===== src/hw/rtl/ppa_pkg.sv =====
// Shared types, constants and command/status structs of the page pool allocator.
package ppa_pkg;

  localparam int unsigned FREE_SLOTS = 16;
  localparam int unsigned ADDR_BITS  = 32;

  // Field widths of the stream items and the configuration port.
  localparam int unsigned REQ_W     = 32;
  localparam int unsigned SIZE_W    = 33;
  localparam int unsigned OFS_W     = 32;
  localparam int unsigned STAT_W    = 3;
  localparam int unsigned CFG_W     = 32;
  localparam int unsigned CFG_IDX_W = 2;

  localparam int unsigned IN_TDATA_W  = 104;
  localparam int unsigned OUT_TDATA_W = 72;

  localparam int unsigned BUMP_W = ADDR_BITS + 2;
  localparam int unsigned CNT_W  = $clog2(FREE_SLOTS + 1);
  localparam int unsigned IDX_W  = (FREE_SLOTS > 1) ? $clog2(FREE_SLOTS) : 1;

  localparam logic [CFG_IDX_W-1:0] REG_BASE  = CFG_IDX_W'(0);
  localparam logic [CFG_IDX_W-1:0] REG_BUFSZ = CFG_IDX_W'(1);

  localparam logic [CFG_W-1:0] BASE_RST  = 32'd65536;
  localparam logic [CFG_W-1:0] BUFSZ_RST = 32'd4194304;

  typedef enum logic [STAT_W-1:0] {
    ST_REUSED   = 3'd0,
    ST_NEW      = 3'd1,
    ST_OOM      = 3'd2,
    ST_RECYCLED = 3'd3,
    ST_DROPPED  = 3'd4
  } status_e;

  typedef enum logic [2:0] {
    S_IDLE,
    S_ROUND,
    S_SCAN,
    S_SHIFT,
    S_BUMP,
    S_CHECK,
    S_EMIT
  } state_e;

  typedef struct packed {
    logic load;
    logic round_step;
    logic recycle;
    logic scan_step;
    logic take;
    logic shift_step;
    logic drop;
    logic bump;
    logic check;
    logic emit;
  } cmd_t;

  typedef struct packed {
    logic is_recycle;
    logic page_small;
    logic hit;
    logic exhausted;
    logic shift_done;
    logic out_free;
  } stat_t;

  typedef struct packed {
    logic [SIZE_W-1:0] size;
    logic [OFS_W-1:0]  offset;
  } entry_t;

endpackage


===== src/hw/rtl/page_pool_allocator.sv =====
// Top level of the page pool allocator: stream ports, controller and datapath.
//
// The block hands out pages of a linear buffer. Each slave item is a get (tuser low)
// or a recycle (tuser high) and yields exactly one master item. A get rounds its size
// up to the base page size doubled as often as needed, takes the first large enough
// page of the ordered free list, and otherwise carves a new page at the bump pointer.
// A recycle appends the page to the list, or reports the list as full.
// One item is in work at a time. A recycle goes from the round state straight to the
// emit state. A get doubles the page size in the round state (at most 32 times), walks
// the list in the scan state, then closes the gap of a reused entry in the shift state
// or carves in the bump and check states, and ends in the emit state. The slave side
// opens in the cycle after the output register is loaded. A stalled receiver holds its
// item in the output register; a new item is still taken, and once it is finished the
// controller waits for the register to drain. Reset empties the list, clears the bump
// pointer and restores both registers. The user writes them through the plain write
// port while the block is idle; the block itself does not enforce this.
module page_pool_allocator (
  input  logic                            clk_i,
  input  logic                            rst_ni,
  input  logic                            cfg_we_i,
  input  logic [ppa_pkg::CFG_IDX_W-1:0]   cfg_idx_i,
  input  logic [ppa_pkg::CFG_W-1:0]       cfg_data_i,
  input  logic                            s_axis_tvalid,
  output logic                            s_axis_tready,
  // tdata: request_size, returned_page_size, returned_page_offset, zero pad
  input  logic [ppa_pkg::IN_TDATA_W-1:0]  s_axis_tdata,
  // tuser: operation
  input  logic                            s_axis_tuser,
  output logic                            m_axis_tvalid,
  input  logic                            m_axis_tready,
  // tdata: granted_size, granted_offset, zero pad
  output logic [ppa_pkg::OUT_TDATA_W-1:0] m_axis_tdata,
  // tuser: status
  output logic [ppa_pkg::STAT_W-1:0]      m_axis_tuser
);

  localparam int unsigned REQ_W  = ppa_pkg::REQ_W;
  localparam int unsigned SIZE_W = ppa_pkg::SIZE_W;
  localparam int unsigned OFS_W  = ppa_pkg::OFS_W;

  ppa_pkg::cmd_t  cmd;
  ppa_pkg::stat_t stat;

  logic [SIZE_W-1:0] out_size;
  logic [OFS_W-1:0]  out_offset;

  ppa_ctrl u_ctrl (
    .clk_i      (clk_i),
    .rst_ni     (rst_ni),
    .in_valid_i (s_axis_tvalid),
    .in_ready_o (s_axis_tready),
    .stat_i     (stat),
    .cmd_o      (cmd)
  );

  ppa_dp u_dp (
    .clk_i        (clk_i),
    .rst_ni       (rst_ni),
    .cfg_we_i     (cfg_we_i),
    .cfg_idx_i    (cfg_idx_i),
    .cfg_data_i   (cfg_data_i),
    .in_op_i      (s_axis_tuser),
    .in_req_i     (s_axis_tdata[REQ_W-1:0]),
    .in_rsz_i     (s_axis_tdata[REQ_W+SIZE_W-1:REQ_W]),
    .in_roff_i    (s_axis_tdata[REQ_W+SIZE_W+OFS_W-1:REQ_W+SIZE_W]),
    .cmd_i        (cmd),
    .stat_o       (stat),
    .out_valid_o  (m_axis_tvalid),
    .out_ready_i  (m_axis_tready),
    .out_status_o (m_axis_tuser),
    .out_size_o   (out_size),
    .out_offset_o (out_offset)
  );

  // Granted size in the low bits, offset above it, zeros up to the byte boundary.
  assign m_axis_tdata = {{(ppa_pkg::OUT_TDATA_W - SIZE_W - OFS_W){1'b0}}, out_offset, out_size};

endmodule


===== src/hw/rtl/ppa_dp.sv =====
// Datapath of the page pool allocator: free list memory, bump pointer, result registers.
module ppa_dp (
  input  logic                           clk_i,
  input  logic                           rst_ni,
  input  logic                           cfg_we_i,
  input  logic [ppa_pkg::CFG_IDX_W-1:0]  cfg_idx_i,
  input  logic [ppa_pkg::CFG_W-1:0]      cfg_data_i,
  input  logic                           in_op_i,
  input  logic [ppa_pkg::REQ_W-1:0]      in_req_i,
  input  logic [ppa_pkg::SIZE_W-1:0]     in_rsz_i,
  input  logic [ppa_pkg::OFS_W-1:0]      in_roff_i,
  input  ppa_pkg::cmd_t                  cmd_i,
  output ppa_pkg::stat_t                 stat_o,
  output logic                           out_valid_o,
  input  logic                           out_ready_i,
  output logic [ppa_pkg::STAT_W-1:0]     out_status_o,
  output logic [ppa_pkg::SIZE_W-1:0]     out_size_o,
  output logic [ppa_pkg::OFS_W-1:0]      out_offset_o
);

  localparam int unsigned CNT_W  = ppa_pkg::CNT_W;
  localparam int unsigned IDX_W  = ppa_pkg::IDX_W;
  localparam int unsigned SIZE_W = ppa_pkg::SIZE_W;
  localparam int unsigned OFS_W  = ppa_pkg::OFS_W;
  localparam int unsigned BUMP_W = ppa_pkg::BUMP_W;

  logic [ppa_pkg::CFG_W-1:0] base_q, bufsz_q;

  logic                      op_q;
  logic [ppa_pkg::REQ_W-1:0] req_q;
  logic [SIZE_W-1:0]         rsz_q;
  logic [OFS_W-1:0]          roff_q;
  logic [SIZE_W-1:0]         page_q;

  logic [CNT_W-1:0]  ptr_q, mv_q, count_q, mv_m1;
  logic              pend_q, wv_q;
  logic [IDX_W-1:0]  cidx_q, wa_q;
  logic [BUMP_W-1:0] bump_q, last_q;
  logic [BUMP_W:0]   bsum;

  ppa_pkg::entry_t mem_q [ppa_pkg::FREE_SLOTS];
  ppa_pkg::entry_t rd_q, wdata;
  logic            rd_en, wr_en;
  logic [IDX_W-1:0] raddr, waddr;

  ppa_pkg::status_e  res_status_q, out_status_q;
  logic [SIZE_W-1:0] res_size_q, out_size_q;
  logic [OFS_W-1:0]  res_off_q, out_off_q;
  logic              out_vld_q;

  logic full, scan_rd, shift_rd;

  assign full     = (count_q == CNT_W'(ppa_pkg::FREE_SLOTS));
  assign scan_rd  = cmd_i.scan_step && (ptr_q < count_q);
  assign shift_rd = cmd_i.shift_step && (mv_q < count_q);
  assign mv_m1    = mv_q - CNT_W'(1);
  assign bsum     = {1'b0, bump_q} + (BUMP_W + 1)'(page_q);

  // Configuration registers.
  always_ff @(posedge clk_i or negedge rst_ni) begin
    if (!rst_ni) begin
      base_q  <= ppa_pkg::BASE_RST;
      bufsz_q <= ppa_pkg::BUFSZ_RST;
    end else if (cfg_we_i) begin
      unique case (cfg_idx_i)
        ppa_pkg::REG_BASE:  base_q  <= cfg_data_i;
        ppa_pkg::REG_BUFSZ: bufsz_q <= cfg_data_i;
        default: ;
      endcase
    end
  end

  // Captured item and the page size being rounded up.
  always_ff @(posedge clk_i) begin
    if (cmd_i.load) begin
      op_q   <= in_op_i;
      req_q  <= in_req_i;
      rsz_q  <= in_rsz_i;
      roff_q <= in_roff_i;
      page_q <= (base_q == '0) ? SIZE_W'(1) : SIZE_W'(base_q);
    end else if (cmd_i.round_step) begin
      page_q <= {page_q[SIZE_W-2:0], 1'b0};
    end
  end

  // List walk, compaction and bump pointer control.
  always_ff @(posedge clk_i or negedge rst_ni) begin
    if (!rst_ni) begin
      ptr_q   <= '0;
      pend_q  <= 1'b0;
      cidx_q  <= '0;
      mv_q    <= '0;
      wv_q    <= 1'b0;
      wa_q    <= '0;
      count_q <= '0;
      bump_q  <= '0;
      last_q  <= '0;
    end else begin
      if (cmd_i.load) begin
        ptr_q  <= '0;
        pend_q <= 1'b0;
      end
      if (cmd_i.scan_step) begin
        pend_q <= scan_rd;
        if (scan_rd) begin
          cidx_q <= ptr_q[IDX_W-1:0];
          ptr_q  <= ptr_q + CNT_W'(1);
        end
      end
      if (cmd_i.take) begin
        mv_q <= CNT_W'(cidx_q) + CNT_W'(1);
        wv_q <= 1'b0;
      end
      if (cmd_i.shift_step) begin
        wv_q <= shift_rd;
        if (shift_rd) begin
          wa_q <= mv_m1[IDX_W-1:0];
          mv_q <= mv_q + CNT_W'(1);
        end
      end
      if (cmd_i.drop) begin
        count_q <= count_q - CNT_W'(1);
      end
      if (cmd_i.recycle && !full) begin
        count_q <= count_q + CNT_W'(1);
      end
      if (cmd_i.bump) begin
        last_q <= bump_q;
        bump_q <= bsum[BUMP_W] ? '1 : bsum[BUMP_W-1:0];
      end
    end
  end

  // Free list memory: one read and one write port, registered read data.
  assign rd_en = scan_rd || shift_rd;
  assign raddr = cmd_i.scan_step ? ptr_q[IDX_W-1:0] : mv_q[IDX_W-1:0];
  assign wr_en = (cmd_i.recycle && !full) || (cmd_i.shift_step && wv_q);
  assign waddr = cmd_i.recycle ? count_q[IDX_W-1:0] : wa_q;
  assign wdata = cmd_i.recycle ? ppa_pkg::entry_t'{size: rsz_q, offset: roff_q} : rd_q;

  always_ff @(posedge clk_i) begin
    if (wr_en) begin
      mem_q[waddr] <= wdata;
    end
    if (rd_en) begin
      rd_q <= mem_q[raddr];
    end
  end

  // Result of the item in work.
  always_ff @(posedge clk_i) begin
    if (cmd_i.recycle) begin
      res_status_q <= full ? ppa_pkg::ST_DROPPED : ppa_pkg::ST_RECYCLED;
      res_size_q   <= '0;
      res_off_q    <= '0;
    end else if (cmd_i.take) begin
      res_status_q <= ppa_pkg::ST_REUSED;
      res_size_q   <= rd_q.size;
      res_off_q    <= rd_q.offset;
    end else if (cmd_i.check) begin
      if (bump_q > BUMP_W'(bufsz_q)) begin
        res_status_q <= ppa_pkg::ST_OOM;
        res_size_q   <= '0;
        res_off_q    <= '0;
      end else begin
        res_status_q <= ppa_pkg::ST_NEW;
        res_size_q   <= page_q;
        res_off_q    <= last_q[OFS_W-1:0];
      end
    end
  end

  // Output register decouples the receiver from the work in progress.
  always_ff @(posedge clk_i or negedge rst_ni) begin
    if (!rst_ni) begin
      out_vld_q <= 1'b0;
    end else if (cmd_i.emit) begin
      out_vld_q <= 1'b1;
    end else if (out_ready_i) begin
      out_vld_q <= 1'b0;
    end
  end

  always_ff @(posedge clk_i) begin
    if (cmd_i.emit) begin
      out_status_q <= res_status_q;
      out_size_q   <= res_size_q;
      out_off_q    <= res_off_q;
    end
  end

  assign stat_o.is_recycle = op_q;
  assign stat_o.page_small = (SIZE_W'(req_q) > page_q);
  assign stat_o.hit        = pend_q && (page_q <= rd_q.size);
  assign stat_o.exhausted  = !pend_q && (ptr_q >= count_q);
  assign stat_o.shift_done = !wv_q && (mv_q >= count_q);
  assign stat_o.out_free   = !out_vld_q || out_ready_i;

  assign out_valid_o  = out_vld_q;
  assign out_status_o = out_status_q;
  assign out_size_o   = out_size_q;
  assign out_offset_o = out_off_q;

endmodule


===== src/hw/rtl/ppa_ctrl.sv =====
// Controller state machine of the page pool allocator.
module ppa_ctrl (
  input  logic           clk_i,
  input  logic           rst_ni,
  input  logic           in_valid_i,
  output logic           in_ready_o,
  input  ppa_pkg::stat_t stat_i,
  output ppa_pkg::cmd_t  cmd_o
);

  ppa_pkg::state_e state_q, state_d;

  always_ff @(posedge clk_i or negedge rst_ni) begin
    if (!rst_ni) begin
      state_q <= ppa_pkg::S_IDLE;
    end else begin
      state_q <= state_d;
    end
  end

  always_comb begin
    state_d    = state_q;
    cmd_o      = '0;
    in_ready_o = 1'b0;
    unique case (state_q)
      ppa_pkg::S_IDLE: begin
        in_ready_o = 1'b1;
        if (in_valid_i) begin
          cmd_o.load = 1'b1;
          state_d    = ppa_pkg::S_ROUND;
        end
      end
      ppa_pkg::S_ROUND: begin
        if (stat_i.is_recycle) begin
          cmd_o.recycle = 1'b1;
          state_d       = ppa_pkg::S_EMIT;
        end else if (stat_i.page_small) begin
          cmd_o.round_step = 1'b1;
        end else begin
          state_d = ppa_pkg::S_SCAN;
        end
      end
      ppa_pkg::S_SCAN: begin
        if (stat_i.hit) begin
          cmd_o.take = 1'b1;
          state_d    = ppa_pkg::S_SHIFT;
        end else if (stat_i.exhausted) begin
          state_d = ppa_pkg::S_BUMP;
        end else begin
          cmd_o.scan_step = 1'b1;
        end
      end
      ppa_pkg::S_SHIFT: begin
        if (stat_i.shift_done) begin
          cmd_o.drop = 1'b1;
          state_d    = ppa_pkg::S_EMIT;
        end else begin
          cmd_o.shift_step = 1'b1;
        end
      end
      ppa_pkg::S_BUMP: begin
        cmd_o.bump = 1'b1;
        state_d    = ppa_pkg::S_CHECK;
      end
      ppa_pkg::S_CHECK: begin
        cmd_o.check = 1'b1;
        state_d     = ppa_pkg::S_EMIT;
      end
      ppa_pkg::S_EMIT: begin
        if (stat_i.out_free) begin
          cmd_o.emit = 1'b1;
          state_d    = ppa_pkg::S_IDLE;
        end
      end
      default: begin
        state_d = ppa_pkg::S_IDLE;
      end
    endcase
  end

endmodule


===== config.mk =====
export PLATFORM = sky130hd
export DESIGN_NAME = page_pool_allocator
export DESIGN_NICKNAME = d
export VERILOG_FILES = /design/src/hw/rtl/ppa_pkg.sv /design/src/hw/rtl/page_pool_allocator.sv /design/src/hw/rtl/ppa_dp.sv /design/src/hw/rtl/ppa_ctrl.sv
export SDC_FILE = /design/constraint.sdc
export NUM_CORES = 2
export LEC_CHECK = 0
export BUFFER_PORTS_ARGS = -buffer_cell sky130_fd_sc_hd__buf_4
export CAP_MARGIN = 20
export CORE_MARGIN = 2
export CORE_UTILIZATION = 23
export CTS_CLUSTER_DIAMETER = 150
export DETAILED_ROUTE_END_ITERATION = 7
export HOLD_SLACK_MARGIN = 0.05
export PLACE_DENSITY = 0.41
export SLEW_MARGIN = 5
export SYNTH_ARGS = -nofsm -noshare
export SYNTH_HDL_FRONTEND = slang
export SYNTH_SLANG_ARGS = --single-unit

===== constraint.sdc =====
create_clock -name clk_i -period 8.1 [get_ports clk_i]
set_input_delay 1.62 -clock clk_i [delete_from_list [all_inputs] [get_ports clk_i]]
set_output_delay 1.62 -clock clk_i [all_outputs]
set_load 0.05 [all_outputs]

[Word-level counts from Yosys, hierarchy flattened]
Memory sizes are Yosys's and may differ from the RTL's. A register that Yosys moved wholly into a read port is not among the register bits.
Index checks and enable logic that the tools add are counted.
Storage, ports and cells
  flip-flop bits (word level): 426
  bits in writable memories: 1040
  input port bits: 144
  output and inout port bits: 77
  logic and storage cells: 141
  memories kept: 1
Memories
  u_dp.mem_q: depth 16, bits a word 65, read ports 1, clocked after memory_dff 1, wr ports 1, RTL line ppa_dp.sv:41  | ppa_pkg::entry_t mem_q [ppa_pkg::FREE_SLOTS];
Operators by class
  add/subtract/negate cells: 7
  magnitude comparators: 7
  eq/ne operators: 13
  multiplexer cells: 60
  reductions and logical operators: 29
Operators by type and width (count)
  $mux W33: 5
  $mux W32: 4
  $mux W65: 1
  $mux W5: 8
  $add A34 B33 Y35: 1
  $gt A34 B32 Y1: 1
  $mux W34: 1
  $gt A32 B33 Y1: 1
  $le A33 B33 Y1: 1
  $mux W3: 11
  $logic_not A32 Y1: 1
  $mux W1: 23
  $pmux W3 S7: 1
  $add A5 B1 Y5 const B: 3
  $reduce_bool A2 Y1: 6
  $ge A5 B5 Y1: 2
  $lt A5 B5 Y1: 2
  $eq A3 B3 Y1 const B: 3
  $mux W2: 4
  $mux W4: 2
  $reduce_and A2 Y1: 4
  $logic_and A1 B1 Y1: 7
  $eq A3 B2 Y1 const B: 2
  $ne A2 B2 Y1 const B: 3
  14 further kinds: 19

[Depth between registers and ports, before layout]
  depth after elaboration: 8
  depth in mapped cells: 15
  gate-level depth less buffers: 14

[Modules after synthesis]
From an unflattened synthesis, not the netlist that was laid out.
Unflattened totals
  cell total of the unflattened synthesis: 3653
  area total of the unflattened synthesis: 62627.6 µm²
By module, submodules not included
  ppa_dp: times used 1, cells each 3603, area each 62261.0 µm², seq. area each 44455.1 µm²
  ppa_ctrl: times used 1, cells each 42, area each 310.3 µm², seq. area each 75.1 µm²
  page_pool_allocator: times used 1, cells each 8, area each 56.3 µm², seq. area each 0.0 µm²

[Least setup slack after synthesis]
Ideal clock, no wire load.
  kind: register -> register
  from: register u_dp.page_q[31]
  to: register, netlist name u_dp.rd_q[0]
  library setup time: 578 ps
  arrival time: 6604 ps
  data required time: 7522 ps
  path slack: 918 ps
  stages on the path, launching flop included: 10
  path buffers: 0
  period minus slack after synthesis: 7182 ps
  cells stage by stage: edfxtp_1 ha_1 and4_1 nand4_1 nor4_1 o31a_1 o31a_1 a21o_1 nand2_4 o21ai_0
Between the ends
  cells in the longest elaborated chain, start to end: 6
  elaborated cells between the ends (all ways): 7
  classes of those cells: 1 x order compare; 3 x mux; 3 x reduce/logical
Ends and longest elaborated chain
  start, declared: RTL line ppa_dp.sv:33  | logic [SIZE_W-1:0] page_q;
  start signal, assigned: RTL line ppa_dp.sv:80  | page_q <= (base_q == '0) ? SIZE_W'(1) : SIZE_W'(base_q);
  start signal, assigned: RTL line ppa_dp.sv:82  | page_q <= {page_q[SIZE_W-2:0], 1'b0};
  $le A33 B33 Y1: RTL line ppa_dp.sv:194  | assign stat_o.hit = pend_q && (page_q <= rd_q.size);
  $logic_and A1 B1 Y1: RTL line ppa_dp.sv:194
  $mux W1: RTL line ppa_ctrl.sv:44  | if (stat_i.hit) begin
  $mux W2: RTL line ppa_ctrl.sv:25  | unique case (state_q)
  $logic_and A1 B1 Y1: RTL line ppa_dp.sv:54  | assign scan_rd = cmd_i.scan_step && (ptr_q < count_q);
  $logic_or A1 B1 Y1: RTL line ppa_dp.sv:135  | assign rd_en = scan_rd || shift_rd;
  via u_dp.rd_en: RTL line ppa_dp.sv:43  | logic rd_en, wr_en;
The timed path passes the listed nets, and every way through them passes these cells.
A chain may end at the register's enable or synchronous reset.

[Final worst setup path]
  from: register u_dp.page_q[20]
  to: register, netlist name u_dp.rd_q[37]
Between the ends
  cells in the longest elaborated chain, start to end: 6
  elaborated cells between the ends (all ways): 7
  classes of those cells: 1 x order compare; 3 x mux; 3 x reduce/logical
Ends and longest elaborated chain (RTL line)
  $le A33 B33 Y1 *: ppa_dp.sv:194
  $logic_and A1 B1 Y1 *: ppa_dp.sv:194
  $mux W1 *: ppa_ctrl.sv:44
  $mux W2 *: ppa_ctrl.sv:25
  $logic_and A1 B1 Y1: ppa_dp.sv:54
  $logic_or A1 B1 Y1: ppa_dp.sv:135
Every way passes the cells marked *; elsewhere a longest branch is shown, timed or not.

==> impl_metrics.json <==
{
  "initial_core_util_pct": 23.2,
  "fp.dieW_microns": 521,
  "synth_edf_count": 1307,
  "grt_setup_unrepaired": "no",
  "path_cells": "ha_1 -> and2_1 -> a221o_1 -> a221oi_1 -> o22ai_1 -> o31a_1 -> a21o_1 -> nand2_4 -> mux2i_4 -> buf_12 -> mux4_2 -> a22oi_1 -> nand2_1",
  "fillers": 26686,
  "clkTransAtPathRegs_ps": 60,
  "ys_top_cells_by_area": "edfxtp_1 (64%), mux4_2 (9.5%), dfrtp_1 (6.4%)",
  "avgViaCountPerCell": 4.44,
  "yosysTopAreaCell": "edfxtp_1",
  "p_sw_mw": 9.89,
  "fmax_ghz": 0.170,
  "gp_congestion": 0.782,
  "io_buffers": 206,
  "end_kind": "flip-flop",
  "routed-via-count": 33945,
  "slew_violations": 0,
  "synth_top_flop_cell": "edfxtp_1",
  "synth_mux_area_share_pct": 10.9,
  "path_class": "reg2reg",
  "grt_pass1_wl_mm": 271,
  "synth_common_cells": "edfxtp_1 (1,307), nand2_1 (502), mux4_2 (260)",
  "p_leak_nw": 25.3,
  "synth-compound-area-share_pct": 5.54,
  "max_cap_viol_count": 0,
  "core_area_sq_mm": 0.266,
  "syn-instance-count": 3647,
  "synth_xor_area_share_pct": 0.555,
  "dr.pass1.iters": 5,
  "internal-power_mw": 18.9,
  "r2r_end": "u_dp.rd_q[37]",
  "die_area_sq_mm": 0.272,
  "grt_pass1_vias": 34410,
  "cp.required_ps": 8650,
  "clockPowerShare_pct": 27.3,
  "worst_pin_slew_ps": 1060,
  "nets": 4263,
  "area_delta_synth_final_pct": 19.8,
  "synth_top_family_by_area": "multiplexers",
  "cp-startpoint": "u_dp.page_q[20]",
  "antenna_left": 0,
  "wire_per_inst_microns": 25.5,
  "synth_area_per_cell_sq_um": 16.9,
  "cp.arrival_ps": 6440,
  "preCtsSetupSlack_ps": 2210,
  "finalSetupViolations": 0,
  "synth_top_area_share_pct": 63.8,
  "drcViolationCount": 0,
  "cts_buffers": 171,
  "pwr-share-comb_pct": 31.6,
  "async_flop_share_pct": 10.4,
  "drt-initial-drc-count": 2886,
  "r2r-start": "u_dp.page_q[20]",
  "cts.repair.resized": 0,
  "clock_latency_ps": 830,
  "die_h_microns": 521,
  "ios": 221,
  "final_core_util_pct": 27.7,
  "hold_viol": 0,
  "ys_seq_area_share_pct": 72.4,
  "start_kind": "flip-flop",
  "finClkSkew_ps": 44.5,
  "cts.path.max_buffers": 3,
  "grt_max_degree": 86,
  "cts_sinks": 1531,
  "drive_gt1_share_pct": 23.3,
  "cp-endpoint": "u_dp.rd_q[37]",
  "seq_power_share_pct": 41.1,
  "setup_slack_ps": 2220,
  "synth_seq_cells": 1531,
  "cts_root_buf": "clkbuf_16",
  "power_density_mw_per_mm2": 391,
  "synth_area_sq_mm": 0.0615,
  "hold_class": "reg2reg",
  "rows": 189,
  "rr_worst_depth": 13,
  "routed_wl_mm": 195,
  "ctsHoldBuffers": 0,
  "cts_tree": "done",
  "fin_setup_tns_ps": 0,
  "period_minus_slack_ps": 5880,
  "htreeDepth": 4,
  "ff2ff_setup_slack_ps": 2220,
  "peakVddDrop_mv": 0.299,
  "ys_types": 67,
  "sw_frac_of_total_pct": 34.3,
  "yosys.area_share.simple_pct": 5.43,
  "dp.final_hpwl_mm": 120,
  "crit_fanout": 80,
  "synth_fa_ha_area_share_pct": 3.06,
  "slew_headroom_pct": 28.4,
  "critPathMaxStageDelay_ps": 680,
  "track_usage_pct": 14.1,
  "yosysMostFrequentCell": "edfxtp_1",
  "cts_setup_buffers": 0,
  "yosysWarnings": 0,
  "status": "completed",
  "slowest_stage": "mux2i_4",
  "grt_overflow_total": 0,
  "fin_crit_sh_pct": 72.7,
  "antenna_found_initial": 17,
  "hold_ws_ps": 414
}
-- layout by cell type, fill, tap and decap left out, types with 11 or more instances in the layout --
cell and count:
a21o_1 44, a21oi_1 65, a22oi_1 138, a31oi_1 72, buf_12 15, buf_4 307, bufinv_16 15, clkbuf_1 30
clkbuf_16 175, clkbuf_8 11, clkinv_1 29, clkinv_2 30, dfrtp_1 157, dfxtp_1 65, edfxtp_1 1307, ha_1 147
inv_1 122, inv_6 11, mux2_2 71, mux4_2 260, nand2_1 500, nand3_1 82, nand4_1 29, nor2_1 43
nor2_4 21, nor2b_1 19, nor3_1 14, nor4_1 15, o21ai_0 104, o22a_1 29, xnor2_1 25, xor2_1 14
-- power groups by stage --
stage          clock, mW  sequential (mW)  combinational [mW]
2_1_floorplan          0             11.7                6.03
3_3_place_gp           0             12.0                9.19
3_5_place_dp           0             12.0                9.26
4_1_cts             8.10             11.9                9.30
5_1_grt             8.38             11.9                10.0
6_report            7.86             11.8                9.08
-- cell families (layout without fill, tap and decap cells) --
kind of cell / count (synthesis) / count (layout)
other cells: 1 / 9
fa+ha+maj: 149 / 149
xor+xnor: 39 / 39
flops: 1531 / 1531
mux: 338 / 338
simple gates: 774 / 774
compound gates: 512 / 512
buf+inv: 303 / 763
-- sequential cells by signal, summed over array words and instances (netlist names), 4 cells and up --
| signal | flops |
|---|---|
| u_dp.base_q | 32 |
| u_dp.bufsz_q | 32 |
| u_dp.bump_q | 34 |
| u_dp.cidx_q | 4 |
| u_dp.count_q | 5 |
| u_dp.last_q | 32 |
| u_dp.mem_q | 1040 |
| u_dp.mv_q | 5 |
| u_dp.out_offset_o | 32 |
| u_dp.out_size_o | 33 |
| u_dp.page_q | 33 |
| u_dp.ptr_q | 5 |
| u_dp.rd_q | 65 |
| u_dp.req_q | 32 |
| u_dp.res_off_q | 32 |
| u_dp.res_size_q | 33 |
| u_dp.roff_q | 32 |
| u_dp.rsz_q | 33 |
| u_dp.wa_q | 4 |
-- worst min-delay path by stage --
| stage | start | to | slack, ps | cells past startpoint |
|---|---|---|---|---|
| final | u_dp.res_off_q[25] | u_dp.out_offset_o[25] | 410 | 0 |
| after global placement | u_dp.res_status_q[2] | u_dp.out_status_o[2] | 410 | 0 |
| after CTS | u_dp.res_off_q[25] | u_dp.out_offset_o[25] | 410 | 0 |
| after detailed placement | u_dp.res_status_q[2] | u_dp.out_status_o[2] | 410 | 0 |
| after floorplan | u_dp.res_off_q[31] | u_dp.out_offset_o[31] | 400 | 0 |
| after global routing | u_dp.res_off_q[25] | u_dp.out_offset_o[25] | 420 | 0 |
-- routing by layer --
layer	vias up	track usage (%)	part of all wire, %
met5	-	0	0.045
met4	12	4.57	2.9
met3	242	2.17	4.5
met2	871	22.8	47
met1	17898	19.4	45
li1	14922	-	-
-- final cells by class --
class                      count  area [sq um]  area share [%]
antenna                        2          5.00         0.00679
clock buffer                 216          4640            6.30
clock inverter               100          1020            1.38
inverter                     123           467           0.634
multi-input combinational   1819         15900            21.6
sequential                  1531         44500            60.5
tap                         3533          4420            6.00
timing repair buffer         324          2630            3.57
-- worst max-delay path, delay by kind of cell, from the launching register on --
family | cells | cell delay, ps
flip-flops | 1 | 600
multiplexers | 2 | 1280
AND/OR/NAND/NOR | 3 | 460
buffers and inverters | 1 | 570
adder cells (fa/ha/maj) | 1 | 380
AO/OA/AOI/OAI | 6 | 2170
-- per-stage QoR --
| step | instance area [sq um] | std cells | power [mW] |
|---|---|---|---|
| global placement | 67900 | 7324 | 21.2 |
| finish | 73700 | 7648 | 28.8 |
| CTS | 73600 | 7645 | 29.3 |
| global route | 73700 | 7647 | 30.3 |
| detailed placement | 68000 | 7329 | 21.3 |
| floorplan | 61500 | 3653 | 17.7 |
Note: power is estimated with default switching activity, not from simulation.
